===== src/hw/rtl/smrr_pkg.sv =====
// Shared types and constants of the ranged SplitMix64 generator.
`default_nettype none
package smrr_pkg;

	localparam int unsigned APB_ADDR_W = 4;
	localparam int unsigned APB_DATA_W = 64;
	localparam logic [0:0]  REG_SEED   = 1'b0;

	localparam logic [63:0] GOLDEN_INC = 64'h9e3779b97f4a7c15;
	localparam logic [63:0] MIX_MUL_A  = 64'hbf58476d1ce4e5b9;
	localparam logic [63:0] MIX_MUL_B  = 64'h94d049bb133111eb;
	localparam int unsigned SHIFT_1    = 30;
	localparam int unsigned SHIFT_2    = 27;
	localparam int unsigned SHIFT_3    = 31;
	localparam int unsigned FRAC_SHIFT = 11;

	localparam logic [1:0] OP_RAW   = 2'd0;
	localparam logic [1:0] OP_FRAC  = 2'd1;
	localparam logic [1:0] OP_RANGE = 2'd2;

	localparam logic [1:0] ST_OK    = 2'd0;
	localparam logic [1:0] ST_EMPTY = 2'd1;
	localparam logic [1:0] ST_LARGE = 2'd2;

	localparam int unsigned DIV_CNT_W = 6;
	localparam logic [DIV_CNT_W-1:0] DIV_LAST = 6'd63;

	// datapath commands
	localparam logic [3:0] CMD_NONE   = 4'd0;
	localparam logic [3:0] CMD_LOAD   = 4'd1;
	localparam logic [3:0] CMD_CHECK  = 4'd2;
	localparam logic [3:0] CMD_ADV    = 4'd3;
	localparam logic [3:0] CMD_MUL_LL = 4'd4;
	localparam logic [3:0] CMD_MUL_LH = 4'd5;
	localparam logic [3:0] CMD_MUL_HL = 4'd6;
	localparam logic [3:0] CMD_XS     = 4'd7;
	localparam logic [3:0] CMD_FIN    = 4'd8;
	localparam logic [3:0] CMD_DIV    = 4'd9;
	localparam logic [3:0] CMD_EMIT   = 4'd10;

	typedef struct packed {
		logic [1:0]         operation;
		logic signed [63:0] range_low;
		logic signed [63:0] range_high;
	} req_word_t;

	typedef struct packed {
		logic [63:0]        random_bits;
		logic [52:0]        unit_fraction;
		logic signed [63:0] ranged_value;
		logic [1:0]         status;
		logic [63:0]        state_value;
	} rsp_word_t;

	typedef struct packed {
		logic [3:0] code;
		logic       const_b;
	} ctrl_cmd_t;

	typedef struct packed {
		logic is_range;
		logic range_err;
	} dp_stat_t;

endpackage
`default_nettype wire


===== src/hw/rtl/smrr_ctrl.sv =====
// Sequencing state machine of the generator.
`default_nettype none
module smrr_ctrl (
	input  wire logic                 clk,
	input  wire logic                 arst_n,
	input  wire logic                 req_valid,
	output logic                      req_ready,
	output logic                      rsp_valid,
	input  wire logic                 rsp_ready,
	input  wire smrr_pkg::dp_stat_t   stat,
	output smrr_pkg::ctrl_cmd_t       cmd
);
	import smrr_pkg::*;

	localparam logic [3:0] S_IDLE  = 4'd0;
	localparam logic [3:0] S_CHECK = 4'd1;
	localparam logic [3:0] S_ADV   = 4'd2;
	localparam logic [3:0] S_M1A   = 4'd3;
	localparam logic [3:0] S_M1B   = 4'd4;
	localparam logic [3:0] S_M1C   = 4'd5;
	localparam logic [3:0] S_XS    = 4'd6;
	localparam logic [3:0] S_M2A   = 4'd7;
	localparam logic [3:0] S_M2B   = 4'd8;
	localparam logic [3:0] S_M2C   = 4'd9;
	localparam logic [3:0] S_FIN   = 4'd10;
	localparam logic [3:0] S_DIV   = 4'd11;
	localparam logic [3:0] S_EMIT  = 4'd12;

	logic [3:0]           state_q, state_d;
	logic [DIV_CNT_W-1:0] cnt_q;
	logic                 out_valid_q;
	logic                 emit;

	assign req_ready = (state_q == S_IDLE);
	assign rsp_valid = out_valid_q;
	assign emit      = (state_q == S_EMIT) && (!out_valid_q || rsp_ready);

	always_comb begin
		state_d     = state_q;
		cmd.code    = CMD_NONE;
		cmd.const_b = 1'b0;
		case (state_q)
			S_IDLE: begin
				if (req_valid) begin
					cmd.code = CMD_LOAD;
					state_d  = S_CHECK;
				end
			end
			S_CHECK: begin
				cmd.code = CMD_CHECK;
				state_d  = stat.range_err ? S_EMIT : S_ADV;
			end
			S_ADV: begin
				cmd.code = CMD_ADV;
				state_d  = S_M1A;
			end
			S_M1A: begin
				cmd.code = CMD_MUL_LL;
				state_d  = S_M1B;
			end
			S_M1B: begin
				cmd.code = CMD_MUL_LH;
				state_d  = S_M1C;
			end
			S_M1C: begin
				cmd.code = CMD_MUL_HL;
				state_d  = S_XS;
			end
			S_XS: begin
				cmd.code = CMD_XS;
				state_d  = S_M2A;
			end
			S_M2A: begin
				cmd.code    = CMD_MUL_LL;
				cmd.const_b = 1'b1;
				state_d     = S_M2B;
			end
			S_M2B: begin
				cmd.code    = CMD_MUL_LH;
				cmd.const_b = 1'b1;
				state_d     = S_M2C;
			end
			S_M2C: begin
				cmd.code    = CMD_MUL_HL;
				cmd.const_b = 1'b1;
				state_d     = S_FIN;
			end
			S_FIN: begin
				cmd.code = CMD_FIN;
				state_d  = stat.is_range ? S_DIV : S_EMIT;
			end
			S_DIV: begin
				cmd.code = CMD_DIV;
				if (cnt_q == DIV_LAST) state_d = S_EMIT;
			end
			S_EMIT: begin
				if (emit) begin
					cmd.code = CMD_EMIT;
					state_d  = S_IDLE;
				end
			end
			default: state_d = S_IDLE;
		endcase
	end

	always_ff @(posedge clk or negedge arst_n) begin
		if (!arst_n) begin
			state_q     <= S_IDLE;
			cnt_q       <= '0;
			out_valid_q <= 1'b0;
		end else begin
			state_q <= state_d;
			if (state_q == S_DIV) cnt_q <= cnt_q + 1'b1;
			else cnt_q <= '0;
			if (emit) out_valid_q <= 1'b1;
			else if (rsp_ready) out_valid_q <= 1'b0;
		end
	end

endmodule
`default_nettype wire


===== config.mk =====
export PLATFORM = sky130hd
export DESIGN_NAME = smrr_ctrl
export DESIGN_NICKNAME = d
export VERILOG_FILES = /design/src/hw/rtl/smrr_pkg.sv /design/src/hw/rtl/smrr_ctrl.sv
export SDC_FILE = /design/constraint.sdc
export NUM_CORES = 1
export LEC_CHECK = 0
export BUFFER_PORTS_ARGS = -buffer_cell sky130_fd_sc_hd__buf_4
export CAP_MARGIN = 20
export CORE_MARGIN = 2
export CORE_UTILIZATION = 55
export CTS_BUF_LIST = sky130_fd_sc_hd__clkbuf_8
export DETAILED_ROUTE_END_ITERATION = 8
export PLACE_DENSITY_LB_ADDON = 0.05
export RECOVER_POWER = 25
export SLEW_MARGIN = 20
export SYNTH_ARGS = -nofsm -noshare
export SYNTH_HDL_FRONTEND = slang
export SYNTH_SLANG_ARGS = --single-unit
export TNS_END_PERCENT = 5

===== constraint.sdc =====
create_clock -name clk -period 3.38 [get_ports clk]
set_clock_uncertainty 0.15 [all_clocks]
set_input_delay 0.507 -clock clk [delete_from_list [all_inputs] [get_ports clk]]
set_output_delay 0.507 -clock clk [all_outputs]
set_load 0.005 [all_outputs]

==> summary.txt, run 1 <==
Clock tree
  – Maximum root-to-sink buffer count: 2
  – CTS tree: built
  – Post-CTS Repair Setup Buffers: 0
  – H-tree Lvls: 1
  – Clk slew on worst S/H paths: 0.05 ns
  – CTS Buf Count: 3
  – Post-CTS Resized: 0
  – Clk_lat worst skew: 0.24 ns
  – # hold bufs at CTS: 1
  – CTS Sinks: 11
  – CTS root buffer: clkbuf_8

Floorplanning
  – Initial Util: 0.582
  – DIE AREA: 0.00167 mm^2
  – Core region area: 0.00128 mm^2
  – DIE WIDTH: 40.9 um
  – # rows: 13
  – IO Pins: 13
  – Chip height: 40.9 um

Critical path
  – Crit path depth: 4
  – Reg2reg setup slack: 1.61 ns
  – Startpoint class of the critical path: register
  – Worst r2r src: state_q[3]$_DFFE_PN0P_
  – Worst path arrival time: 1.58 ns
  – CP max stage delay: 0.71 ns
  – CP required: 2.72 ns
  – Crit-path max FO: 18
  – Crit-path leading delay family: flip-flops
  – Critical path buffers and inverters: 1
  – Crit end category: primary output
  – R2R Path End: state_q[0]$_DFFE_PN0P_
  – Crit-path cells: nand2b_1 > o22ai_1 > o21a_1 > buf_4
  – Slowest CP cell: dfrtp_1
  – Worst Setup SP: state_q[3]$_DFFE_PN0P_
  – R2R depth: 4
  – Critical Path End: cmd[1]
  – Crit Path Category: register to primary output

Synthesis
  – Synth area leaders: dfrtp_1 (37%), nand2b_1 (5.9%), nor2_1 (4.5%), a21oi_1 (4.0%), buf_4 (4.0%)
  – Asr flop ratio synth: 1.00
  – Synth top area share: 0.368
  – Largest family of logic cells by synthesized area: simple AND/OR/NAND/NOR gates
  – Compound-Gate Fraction of Synth Area: 0.199
  – Post-synth top area cell: dfrtp_1
  – Seq cells post-synth: 11
  – Synth Cell Area: 748 um^2
  – Synth Area in Adders: 0.0167
  – Post-synth EDFFs: 0
  – Main synth FF type: dfrtp_1
  – Mux cell area share after synthesis: 0.0134
  – Synth Area per Inst: 9.24 um^2
  – Synth Instances: 81
  – Synth Warn #: 0
  – Synth Area in XOR/XNOR: 0.0468
  – Syn nets: 88
  – Sequential share of the synthesized area: 0.368
  – Unique masters post-synth: 35
  – Simple-gate share of the synthesized area: 0.286

Routing
  – Wirelength, routed: 1390 um
  – Antenna Nets Post-Route: 0
  – Initial DRC count: 21
  – Vias: 608
  – Pre-antenna DRT Iters: 6
  – Drt via density: 5.68
  – Routed len/inst: 12.9 um
  – DRC viols: 0

Final layout
  – Antenna cell count: 0
  – Layout Cells excl Fill: 107
  – Layout Nets: 100
  – Fillers: 108
  – Synth-to-Final Area Change: 15.4%
  – Share of cells above drive strength 1: 0.217

GRT
  – Grt ovf: 0
  – Largest net degree at the start of global routing: 19
  – Vias in the first global route: 508
  – Antenna violations before repair: 0
  – Global-route wire length before repair: 2250 um
  – All-Layer GR Usage: 0.215

STA
  – Setup violations, final: 0
  – Period utilization: 0.663
  – Least-Margin Pin Slew: 0.597 ns
  – RSZ-0062 raised after global routing: no
  – TNS Setup: 0 ns
  – Final worst setup slack: 1.14 ns
  – Final slew viol count: 0
  – Slew margin rel.: 0.602
  – Min Clock Period, post-route: 2.24 ns
  – Final Hold Vio Count: 0
  – Peak Freq: 446 MHz

Place
  – GPL Wtd Cong: 0.732
  – Pre-CTS setup slack: 1.41 ns
  – Detail Placement HPWL: 971 um
  – Placed insts: 102
  – Port buffer count: 12

Power and ir drop
  – Peak VDD IR: 0.179 mV
  – PD cells: 315 mW/mm^2
  – P_leak: 0.409 nW

Job
  – MaxCap Viol Count: 0

Status
  – Status: complete, no violations

Worst hold path
  – Hold Path Class: register to register
  – Hold Path Depth: 1
-- flip-flops by register name (all words and copies together), names as in the netlist --
| name | count |
|---|---|
| rsp_valid | 1 |
| state_q | 4 |
| cnt_q | 6 |
-- worst min-delay path by stage --
| stage | startpoint | to | slack [ns] |
|---|---|---|---|
| after floorplan | arst_n | cnt_q[0]$_DFF_PN0_ | 0.06 |
| after global placement | arst_n | cnt_q[2]$_DFF_PN0_ | 0.19 |
| after detailed placement | arst_n | cnt_q[2]$_DFF_PN0_ | 0.20 |
| after CTS | cnt_q[0]$_DFF_PN0_ | cnt_q[0]$_DFF_PN0_ | 0.33 |
| after global routing | cnt_q[0]$_DFF_PN0_ | cnt_q[0]$_DFF_PN0_ | 0.34 |
| final | cnt_q[0]$_DFF_PN0_ | cnt_q[0]$_DFF_PN0_ | 0.33 |
-- report_power, final --
part                  switching (mW)  internal, mW
Combinational                0.00432       0.00502
Sequential     0.0000000000000000304         0.132
Clock                         0.0511        0.0799
Total                         0.0554         0.217
-- placed cells by master, fill, tap and decap left out, drive strengths merged, types with 2 or more instances in the layout --
cell type,n
nor2b,2
and2b,2
xor2,2
xnor2,2
buf,11
inv,3
nor2,9
nand3,3
and3,2
clkbuf,4
nand2b,7
a21oi,6
o22ai,4
nand2,5
dfrtp,11
o31ai,2
-- cell families after synthesis --
group / after synthesis
simple gates: 35
compound gates: 21
flops: 11
buf+inv: 8
xor+xnor: 4
mux: 1
fa+ha+maj: 1
-- cell usage after synthesis, drive strengths merged, types with 2 or more instances --
master and count:
xnor2 2, o22ai 4, xor2 2, inv 2, and2b 2, and3 2
nand3 3, buf 5, a21oi 6, o31ai 2, nor2b 2, nor2 9
nand2 5, dfrtp 11, nand2b 7
-- metal layers --
| metal | routed length [um] | vias to the layer above | global-route usage |
|---|---|---|---|
| met5 | 0 | - | 0 |
| met4 | 38 | 0 | 0.150 |
| met3 | 74 | 5 | 0.0489 |
| met2 | 630 | 20 | 0.293 |
| met1 | 641 | 277 | 0.296 |
| li1 | - | 306 | - |
-- through the flow --
stage               hold slack (ns)   util  power [mW]  cell area [um^2]
floorplan                    0.0614      -       0.136               748
global placement              0.195  0.632       0.143               812
detailed placement            0.198  0.632       0.143               812
CTS                           0.329  0.675       0.275               867
global route                  0.342  0.672       0.283               863
finish                        0.325  0.672       0.272               863
-- area by class of cell --
type / count / area (um^2) / share of cell area
clock buffers: 3 / 41.3 / 0.0478
repair buffers: 13 / 96.3 / 0.112
multi-input cells: 62 / 420 / 0.487
clock inverters: 1 / 3.75 / 0.00435
well taps: 15 / 18.8 / 0.0217
inverters: 2 / 7.51 / 0.00870
flip-flops and latches: 11 / 275 / 0.319
Note: power is estimated with default switching activity, not from simulation.
==> run 2: changes to the inputs <==
--- a/config.mk
+++ b/config.mk
@@ -5,10 +5,11 @@
 export SDC_FILE = /design/constraint.sdc
 export NUM_CORES = 1
 export LEC_CHECK = 0
+export ABC_AREA = 1
 export BUFFER_PORTS_ARGS = -buffer_cell sky130_fd_sc_hd__buf_4
 export CAP_MARGIN = 20
 export CORE_MARGIN = 2
-export CORE_UTILIZATION = 55
+export CORE_UTILIZATION = 50
 export CTS_BUF_LIST = sky130_fd_sc_hd__clkbuf_8
 export DETAILED_ROUTE_END_ITERATION = 8
 export PLACE_DENSITY_LB_ADDON = 0.05
==> constraint.sdc (replaced) <==
create_clock -name clk -period 2.04 [get_ports clk]
set_clock_uncertainty 0.15 [all_clocks]
set_input_delay 0.306 -clock clk [delete_from_list [all_inputs] [get_ports clk]]
set_output_delay 0.306 -clock clk [all_outputs]
set_load 0.005 [all_outputs]
==> run 2 against run 1 <==
Combinational power increased to 65 times the previous value. Clock power increased by 65%. Total power increased to 4.3 times the previous value. Final cell count increased by 27%. Sequential share of layout area decreased by 0.72 points. Worst setup slack got worse by 0.99 ns. Synthesized area decreased by 3.5%. Non-clock buffer count unchanged.
==> summary.txt, run 2 <==
Power and ir drop
  – Peak VDD IR: 0.701 mV (was 0.179 mV)
  – Psw: 0.496 mW (was 0.0554 mW)
  – P_leak: 0.485 nW (was 0.409 nW)
  – Clock Power Share: 0.187 (was 0.481)
  – Flop pwr share: 0.286 (was 0.485)
  – Part of the power in combinational logic: 0.527 (was 0.034)
  – Sw Ratio: 0.428 (was 0.204)
  – Final Power: 1.16 mW (was 0.272 mW)
  – PD cells: 1310 mW/mm^2 (was 315 mW/mm^2)
  – Internal cell power: 0.663 mW (was 0.217 mW)

Critical path
  – Slowest CP cell: dfrtp_1 (unchanged)
  – Crit-path cells: nor2_1 > inv_1 > nor2_2 > nand2_1 > nand4_1 > buf_4 (was nand2b_1 > o22ai_1 > o21a_1 > buf_4)
  – Crit-path leading delay family: simple AND/OR/NAND/NOR gates (was flip-flops)
  – Crit-path max FO: 7 (was 18)
  – Startpoint class of the critical path: register (unchanged)
  – CP required: 1.58 ns (was 2.72 ns)
  – CP max stage delay: 0.44 ns (was 0.71 ns)
  – Crit end category: primary output (unchanged)
  – Worst path arrival time: 1.44 ns (was 1.58 ns)
  – Critical path buffers and inverters: 2 (was 1)
  – Crit Path Category: register to primary output (unchanged)

Clock tree
  – CTS Sinks: 11 (unchanged)
  – H-tree Lvls: 1 (unchanged)
  – Post-CTS Repair Setup Buffers: 0 (unchanged)
  – CTS root buffer: clkbuf_8 (unchanged)
  – CTS Buf Count: 3 (unchanged)
  – Post-CTS Resized: 0 (unchanged)
  – CTS tree: built (unchanged)
  – Clk_lat worst skew: 0.24 ns (about the same)
  – Clk slew on worst S/H paths: 0.05 ns (about the same)
  – Maximum root-to-sink buffer count: 2 (unchanged)

STA
  – Min Clock Period, post-route: 1.89 ns
  – Peak Freq: 528 MHz
  – Least-Margin Pin Slew: 0.579 ns (was 0.597 ns)
  – Final Hold Vio Count: 0 (unchanged)
  – RSZ-0062 raised after global routing: no (unchanged)
  – Setup violations, final: 0 (unchanged)
  – Final slew viol count: 0 (unchanged)
  – Final worst setup slack: 0.146 ns (was 1.14 ns)
  – Period utilization: 0.928
  – TNS Setup: 0 ns (unchanged)
  – Slew margin rel.: 0.614 (was 0.602)

GRT
  – GRT met2 Usage: 0.263 (was 0.293)
  – Vias in the first global route: 618 (was 508)
  – Routing usage on met1: 0.265 (was 0.296)
  – Antenna violations before repair: 0 (unchanged)
  – Grt ovf: 0 (unchanged)
  – Largest net degree at the start of global routing: 12 (was 19)
  – Global-route wire length before repair: 2540 um (was 2250 um)
  – All-Layer GR Usage: 0.191 (was 0.215)
  – GR peak layer: met1 (unchanged)
  – Met3 Use GR: 0.0905 (was 0.0489)

Place
  – Pre-CTS setup slack: 0.406 ns (was 1.41 ns)
  – Detail Placement HPWL: 1120 um (was 971 um)
  – Dpl cell area: 831 um^2 (was 812 um^2)
  – Port buffer count: 12 (unchanged)
  – GPL Wtd Cong: 0.893 (was 0.732)
  – Placed insts: 131 (was 102)

Routing
  – Drt via density: 5.04 (was 5.68)
  – Antenna Nets Post-Route: 0 (unchanged)
  – Wirelength, routed: 1420 um (was 1390 um)
  – Routed len/inst: 10.4 um (was 12.9 um)
  – Initial DRC count: 39 (was 21)
  – DRC viols: 0 (unchanged)
  – Pre-antenna DRT Iters: 4 (was 6)
  – Vias: 686 (was 608)

Worst hold path
  – Hold Path Class: input port to register (was register to register)

Synthesis
  – Synth Area in Adders: 0.0173 (was 0.0167)
  – Synth area leaders: dfrtp_1 (38%), nand2_1 (13%), inv_1 (7.8%), nor2_1 (7.8%), nand3_1 (5.5%) (was dfrtp_1 (37%), nand2b_1 (5.9%), nor2_1 (4.5%), a21oi_1 (4.0%), buf_4 (4.0%))
  – Synth Instances: 104 (was 81)
  – Synth Area per Inst: 6.94 um^2 (was 9.24 um^2)
  – Syn nets: 111 (was 88)
  – Synth Cell Area: 722 um^2 (was 748 um^2)
  – Post-synth top area cell: dfrtp_1 (unchanged)
  – Mux cell area share after synthesis: 0 (was 0.0134)
  – Simple-gate share of the synthesized area: 0.406 (was 0.286)
  – Compound-Gate Fraction of Synth Area: 0.0901 (was 0.199)
  – Synth Area in XOR/XNOR: 0.0121 (was 0.0468)
  – Sequential share of the synthesized area: 0.381 (was 0.368)
  – Top post-synthesis cells by count: nand2_1 (25), inv_1 (15), nor2_1 (15) (was dfrtp_1 (11), nor2_1 (9), nand2b_1 (7))
  – Unique masters post-synth: 22 (was 35)
  – Main synth FF type: dfrtp_1 (unchanged)
  – Most numerous cell in the Yosys netlist: nand2_1 (was dfrtp_1)
  – Synth Warn #: 0 (unchanged)
  – Asr flop ratio synth: 1.00 (unchanged)
  – Post-synth EDFFs: 0 (unchanged)
  – Largest family of logic cells by synthesized area: simple AND/OR/NAND/NOR gates (unchanged)
  – Seq cells post-synth: 11 (unchanged)
  – Synth top area share: 0.381 (was 0.368)

Floorplanning
  – DIE AREA: 0.00176 mm^2 (was 0.00167 mm^2)
  – Core region area: 0.00132 mm^2 (was 0.00128 mm^2)
  – # rows: 13 (unchanged)
  – Chip height: 42 um (was 40.9 um)
  – IO Pins: 13 (unchanged)
  – Initial Util: 0.548 (was 0.582)
  – DIE WIDTH: 42 um (was 40.9 um)

Final layout
  – Largest register by flop count: cnt_q (unchanged)
  – Layout Cells excl Fill: 136 (was 107)
  – Post-route cell area: 883 um^2 (was 863 um^2)
  – Layout Nets: 129 (was 100)
  – Share of cells above drive strength 1: 0.248 (was 0.217)
  – Commonest non-fill, non-tap cell in the layout: nand2_1
  – Most frequent cells in the layout: nand2_1 (25), nor2_1 (15), inv_1 (15), dfrtp_1 (11), buf_4 (11) (was dfrtp_1 (11), buf_4 (11), nor2_1 (9), nand2b_1 (7), a21oi_1 (6))
  – Max reg flops: 6 (unchanged)
  – Antenna cell count: 0 (unchanged)
  – Synth-to-Final Area Change: 22.4% (was 15.4%)

Status
  – Status: complete, no violations (unchanged)

Job
  – MaxCap Viol Count: 0 (unchanged)
-- run 2: changes by cell type in the layout (fill, tap and decap cells not counted), sizes merged, moves of 3 or more --
cell	previous run	this run
nand2	5	30
o22ai	4	1
nand2b	7	0
a21oi	6	2
nor2	9	20
nand3	3	9
inv	3	18
o21ai	1	6
-- run 2: tightest hold or removal path, cell delays in order --
cell and delay, ns:
buf_4 0.08, nor2_1 0.04, inv_1 0.06, nand2_1 0.05
-- run 2: cell type report --
| type | count | area [um^2] |
|---|---|---|
| Clock buffer | 3 | 41.3 |
| Clock inverter | 1 | 5.00 |
| Fill cell | 112 | 434 |
| Inverter | 18 | 67.6 |
| Multi-Input combinational cell | 75 | 379 |
| Sequential cell | 11 | 275 |
| Tap cell | 15 | 18.8 |
| Timing Repair Buffer | 13 | 96.3 |
-- run 2: path summary, 6_finish.rpt --
kind | from | endpoint | slack, ns | cells past startpoint
max reg2reg | cnt_q[0]$_DFF_PN0_ | state_q[2]$_DFFE_PN0P_ | 0.64 | 7
max | state_q[2]$_DFFE_PN0P_ | cmd[1] | 0.15 | 6
min reg2reg | cnt_q[0]$_DFF_PN0_ | cnt_q[0]$_DFF_PN0_ | 0.31 | 1
min | rsp_ready | rsp_valid$_DFFE_PN0P_ | 0.19 | 4
min in group asynchronous | arst_n | state_q[2]$_DFFE_PN0P_ | 0.43 | 2
max in group asynchronous | arst_n | cnt_q[4]$_DFF_PN0_ | 0.93 | 2
-- run 2: repair_timing --
item | 4_1_cts | 5_1_grt
endpoints found under the hold margin | 11 | 0
hold buffers | 1 | 0
endpoints found under the setup margin | 0 | 0
-- run 2: power groups by stage --
| stage | logic [mW] | clock network [mW] | registers [mW] |
|---|---|---|---|
| floorplan | 0.400 | 0 | 0.321 |
| global placement | 0.605 | 0 | 0.334 |
| detailed placement | 0.612 | 0 | 0.332 |
| CTS | 0.615 | 0.222 | 0.329 |
| global route | 0.693 | 0.234 | 0.337 |
| finish | 0.610 | 0.216 | 0.331 |
-- run 2: logic make-up (layout without fill, tap and decap cells) --
group | count (synthesis) | in the layout
adder cells (fa/ha/maj) | 1 | 1
buffers and inverters | 18 | 35
AND/OR/NAND/NOR | 62 | 62
flip-flops | 11 | 11
AO/OA/AOI/OAI | 11 | 11
XOR/XNOR | 1 | 1
-- run 2: through the flow --
step | hold slack (ns) | util
6_report | 0.191 | 0.670
5_1_grt | 0.231 | 0.670
4_1_cts | 0.196 | 0.673
3_5_place_dp | -0.00317 | 0.631
3_3_place_gp | -0.00393 | 0.631
2_1_floorplan | -0.140 | -
-- run 2: metal layers --
layer,up-vias,part of all wire
met1,297,0.48
met3,2,0.078
li1,360,-
met5,-,0
met2,27,0.43
met4,0,0.0056
==> run 3: changes to the inputs <==
--- a/config.mk
+++ b/config.mk
@@ -8,8 +8,10 @@
 export ABC_AREA = 1
 export BUFFER_PORTS_ARGS = -buffer_cell sky130_fd_sc_hd__buf_4
 export CAP_MARGIN = 20
+export CELL_PAD_IN_SITES_DETAIL_PLACEMENT = 1
+export CELL_PAD_IN_SITES_GLOBAL_PLACEMENT = 2
 export CORE_MARGIN = 2
-export CORE_UTILIZATION = 50
+export CORE_UTILIZATION = 28
 export CTS_BUF_LIST = sky130_fd_sc_hd__clkbuf_8
 export DETAILED_ROUTE_END_ITERATION = 8
 export PLACE_DENSITY_LB_ADDON = 0.05
==> run 3 against run 2 <==
Register-to-register slack got worse by 0.04 ns. Flip-flop and latch count unchanged. Via count is 2.5% higher. Core utilization fell by 30 points. Final area up 2.0%. Sequential share of layout area is 0.61 points lower. Clock power is essentially flat. Routed wire length grew 33%. Total power grew 2.2%. Combinational power up 3.8%. Sequential power up 1%. Worst setup slack worse by 0.015 ns. Critical endpoint unchanged. Highest routed layer unchanged.
==> summary.txt, run 3 (synthesis results as in run 2) <==
Routing
  – DRC viols: 0 (unchanged)
  – Drt via density: 4.66 (was 5.04)
  – Routed len/inst: 12.5 um (was 10.4 um)
  – Wirelength, routed: 1890 um (was 1420 um)
  – Antenna Nets Post-Route: 0 (unchanged)
  – Pre-antenna DRT Iters: 4 (unchanged)
  – Vias: 703 (was 686)
  – Initial DRC count: 9 (was 39)

Clock tree
  – CTS root buffer: clkbuf_8 (unchanged)
  – Clk_lat worst skew: 0.24 ns (about the same)
  – CTS tree: built (unchanged)
  – CTS Buf Count: 3 (unchanged)
  – Clk slew on worst S/H paths: 0.05 ns (about the same)
  – Post-CTS Repair Setup Buffers: 0 (unchanged)
  – Maximum root-to-sink buffer count: 2 (unchanged)
  – CTS Sinks: 11 (unchanged)
  – Post-CTS Resized: 0 (unchanged)
  – # hold bufs at CTS: 1 (unchanged)
  – H-tree Lvls: 1 (unchanged)

Status
  – Status: complete, no violations (unchanged)

GRT
  – Antenna violations before repair: 0 (unchanged)
  – Grt ovf: 0 (unchanged)
  – Global-route wire length before repair: 3020 um (was 2540 um)
  – Largest net degree at the start of global routing: 12 (unchanged)
  – All-Layer GR Usage: 0.150 (was 0.191)
  – Vias in the first global route: 655 (was 618)

Floorplanning
  – IO Pins: 13 (unchanged)
  – Core region area: 0.00245 mm^2 (was 0.00132 mm^2)
  – # rows: 18 (was 13)
  – DIE AREA: 0.00300 mm^2 (was 0.00176 mm^2)
  – Initial Util: 0.294 (was 0.548)
  – Chip height: 54.8 um (was 42 um)
  – DIE WIDTH: 54.8 um (was 42 um)

STA
  – Final Hold Vio Count: 0 (unchanged)
  – Min Clock Period, post-route: 1.91 ns (was 1.89 ns)
  – RSZ-0062 raised after global routing: no (unchanged)
  – Hold Slack: 0.209 ns (was 0.191 ns)
  – Slew margin rel.: 0.578 (was 0.614)
  – Peak Freq: 524 MHz (was 528 MHz)
  – Period utilization: 0.936 (was 0.928)
  – Final slew viol count: 0 (unchanged)
  – Final worst setup slack: 0.131 ns (was 0.146 ns)
  – Setup violations, final: 0 (unchanged)
  – Least-Margin Pin Slew: 0.632 ns (was 0.579 ns)
  – TNS Setup: 0 ns (unchanged)

Critical path
  – Worst path arrival time: 1.45 ns (was 1.44 ns)
  – Startpoint class of the critical path: register (unchanged)
  – R2R Path End: state_q[2]$_DFFE_PN0P_ (unchanged)
  – CP required: 1.58 ns (about the same)
  – Worst r2r src: cnt_q[0]$_DFF_PN0_ (unchanged)
  – Crit Path Category: register to primary output (unchanged)
  – R2R depth: 7 (unchanged)
  – Crit end category: primary output (unchanged)
  – Reg2reg setup slack: 0.60 ns (was 0.64 ns)
  – Crit-path max FO: 7 (unchanged)

Place
  – GPL Wtd Cong: 0.742 (was 0.893)
  – Pre-CTS setup slack: 0.400 ns (was 0.406 ns)
  – Dpl cell area: 850 um^2 (was 831 um^2)
  – Placed insts: 146 (was 131)
  – Port buffer count: 12 (unchanged)
  – Detail Placement HPWL: 1520 um (was 1120 um)

Worst hold path
  – Hold EP: rsp_valid$_DFFE_PN0P_ (unchanged)
  – Hold Path Depth: 4 (unchanged)
  – Hold path startpoint: rsp_ready (unchanged)
  – Hold Path Class: input port to register (unchanged)

Final layout
  – Synth-to-Final Area Change: 24.8% (was 22.4%)
  – Commonest non-fill, non-tap cell in the layout: nand2_1 (unchanged)
  – Largest register by flop count: cnt_q (unchanged)
  – Antenna cell count: 0 (unchanged)
  – Fillers: 320 (was 112)
  – Post-route cell area: 901 um^2 (was 883 um^2)
  – Final core area utilization: 0.367 (was 0.670)
  – Max reg flops: 6 (unchanged)
  – Layout Cells excl Fill: 151 (was 136)
  – Most frequent cells in the layout: nand2_1 (25), inv_1 (16), nor2_1 (15), dfrtp_1 (11), buf_4 (11) (was nand2_1 (25), nor2_1 (15), inv_1 (15), dfrtp_1 (11), buf_4 (11))
  – Share of cells above drive strength 1: 0.240 (was 0.248)
  – Layout Nets: 129 (unchanged)

Power and ir drop
  – PD cells: 1310 mW/mm^2 (about the same)
  – P_leak: 0.486 nW (was 0.485 nW)
  – Final Power: 1.18 mW (was 1.16 mW)
  – Peak VDD IR: 0.617 mV (was 0.701 mV)

Job
  – MaxCap Viol Count: 0 (unchanged)
==> run 3: final cells by class <==
class	count	area [um^2]	share of cell area
Multi-Input combinational cell	75	379	0.421
Sequential cell	11	275	0.306
Timing Repair Buffer	13	96.3	0.107
Inverter	18	67.6	0.0750
Clock buffer	3	41.3	0.0458
Tap cell	30	37.5	0.0417
Clock inverter	1	3.75	0.00417
==> run 3: worst max-delay path by stage <==
stage / depth (start not counted) / startpoint / to / slack [ns]
5_1_grt: 6 / state_q[2]$_DFFE_PN0P_ / cmd[1] / 0.04
3_5_place_dp: 6 / state_q[2]$_DFFE_PN0P_ / cmd[1] / 0.40
2_1_floorplan: 5 / state_q[2]$_DFFE_PN0P_ / cmd[1] / 0.62
3_3_place_gp: 4 / state_q[1]$_DFFE_PN0P_ / cmd[2] / 0.42
4_1_cts: 6 / state_q[2]$_DFFE_PN0P_ / cmd[1] / 0.13
6_report: 6 / state_q[2]$_DFFE_PN0P_ / cmd[1] / 0.13
==> run 3: critical path, stage by stage (launching register included) <==
cell and delay, ns:
dfrtp_1 0.44, nor2_1 0.31, inv_1 0.09, nor2_2 0.13, nand2_1 0.06, nand4_1 0.07, buf_4 0.11
==> run 3: layer usage <==
metal | track usage | wire (um) | part of all wire | vias to the layer above
met2 | 0.228 | 820 | 0.43 | 16
li1 | - | - | - | 360
met5 | 0 | 0 | 0 | -
met3 | 0.0492 | 81 | 0.043 | 2
met1 | 0.204 | 975 | 0.52 | 325
met4 | 0.0375 | 10 | 0.0053 | 0
==> run 3: where the power goes <==
part	internal, mW	switching, mW
combinational	0.263	0.370
clock	0.132	0.0835
sequential	0.265	0.0691
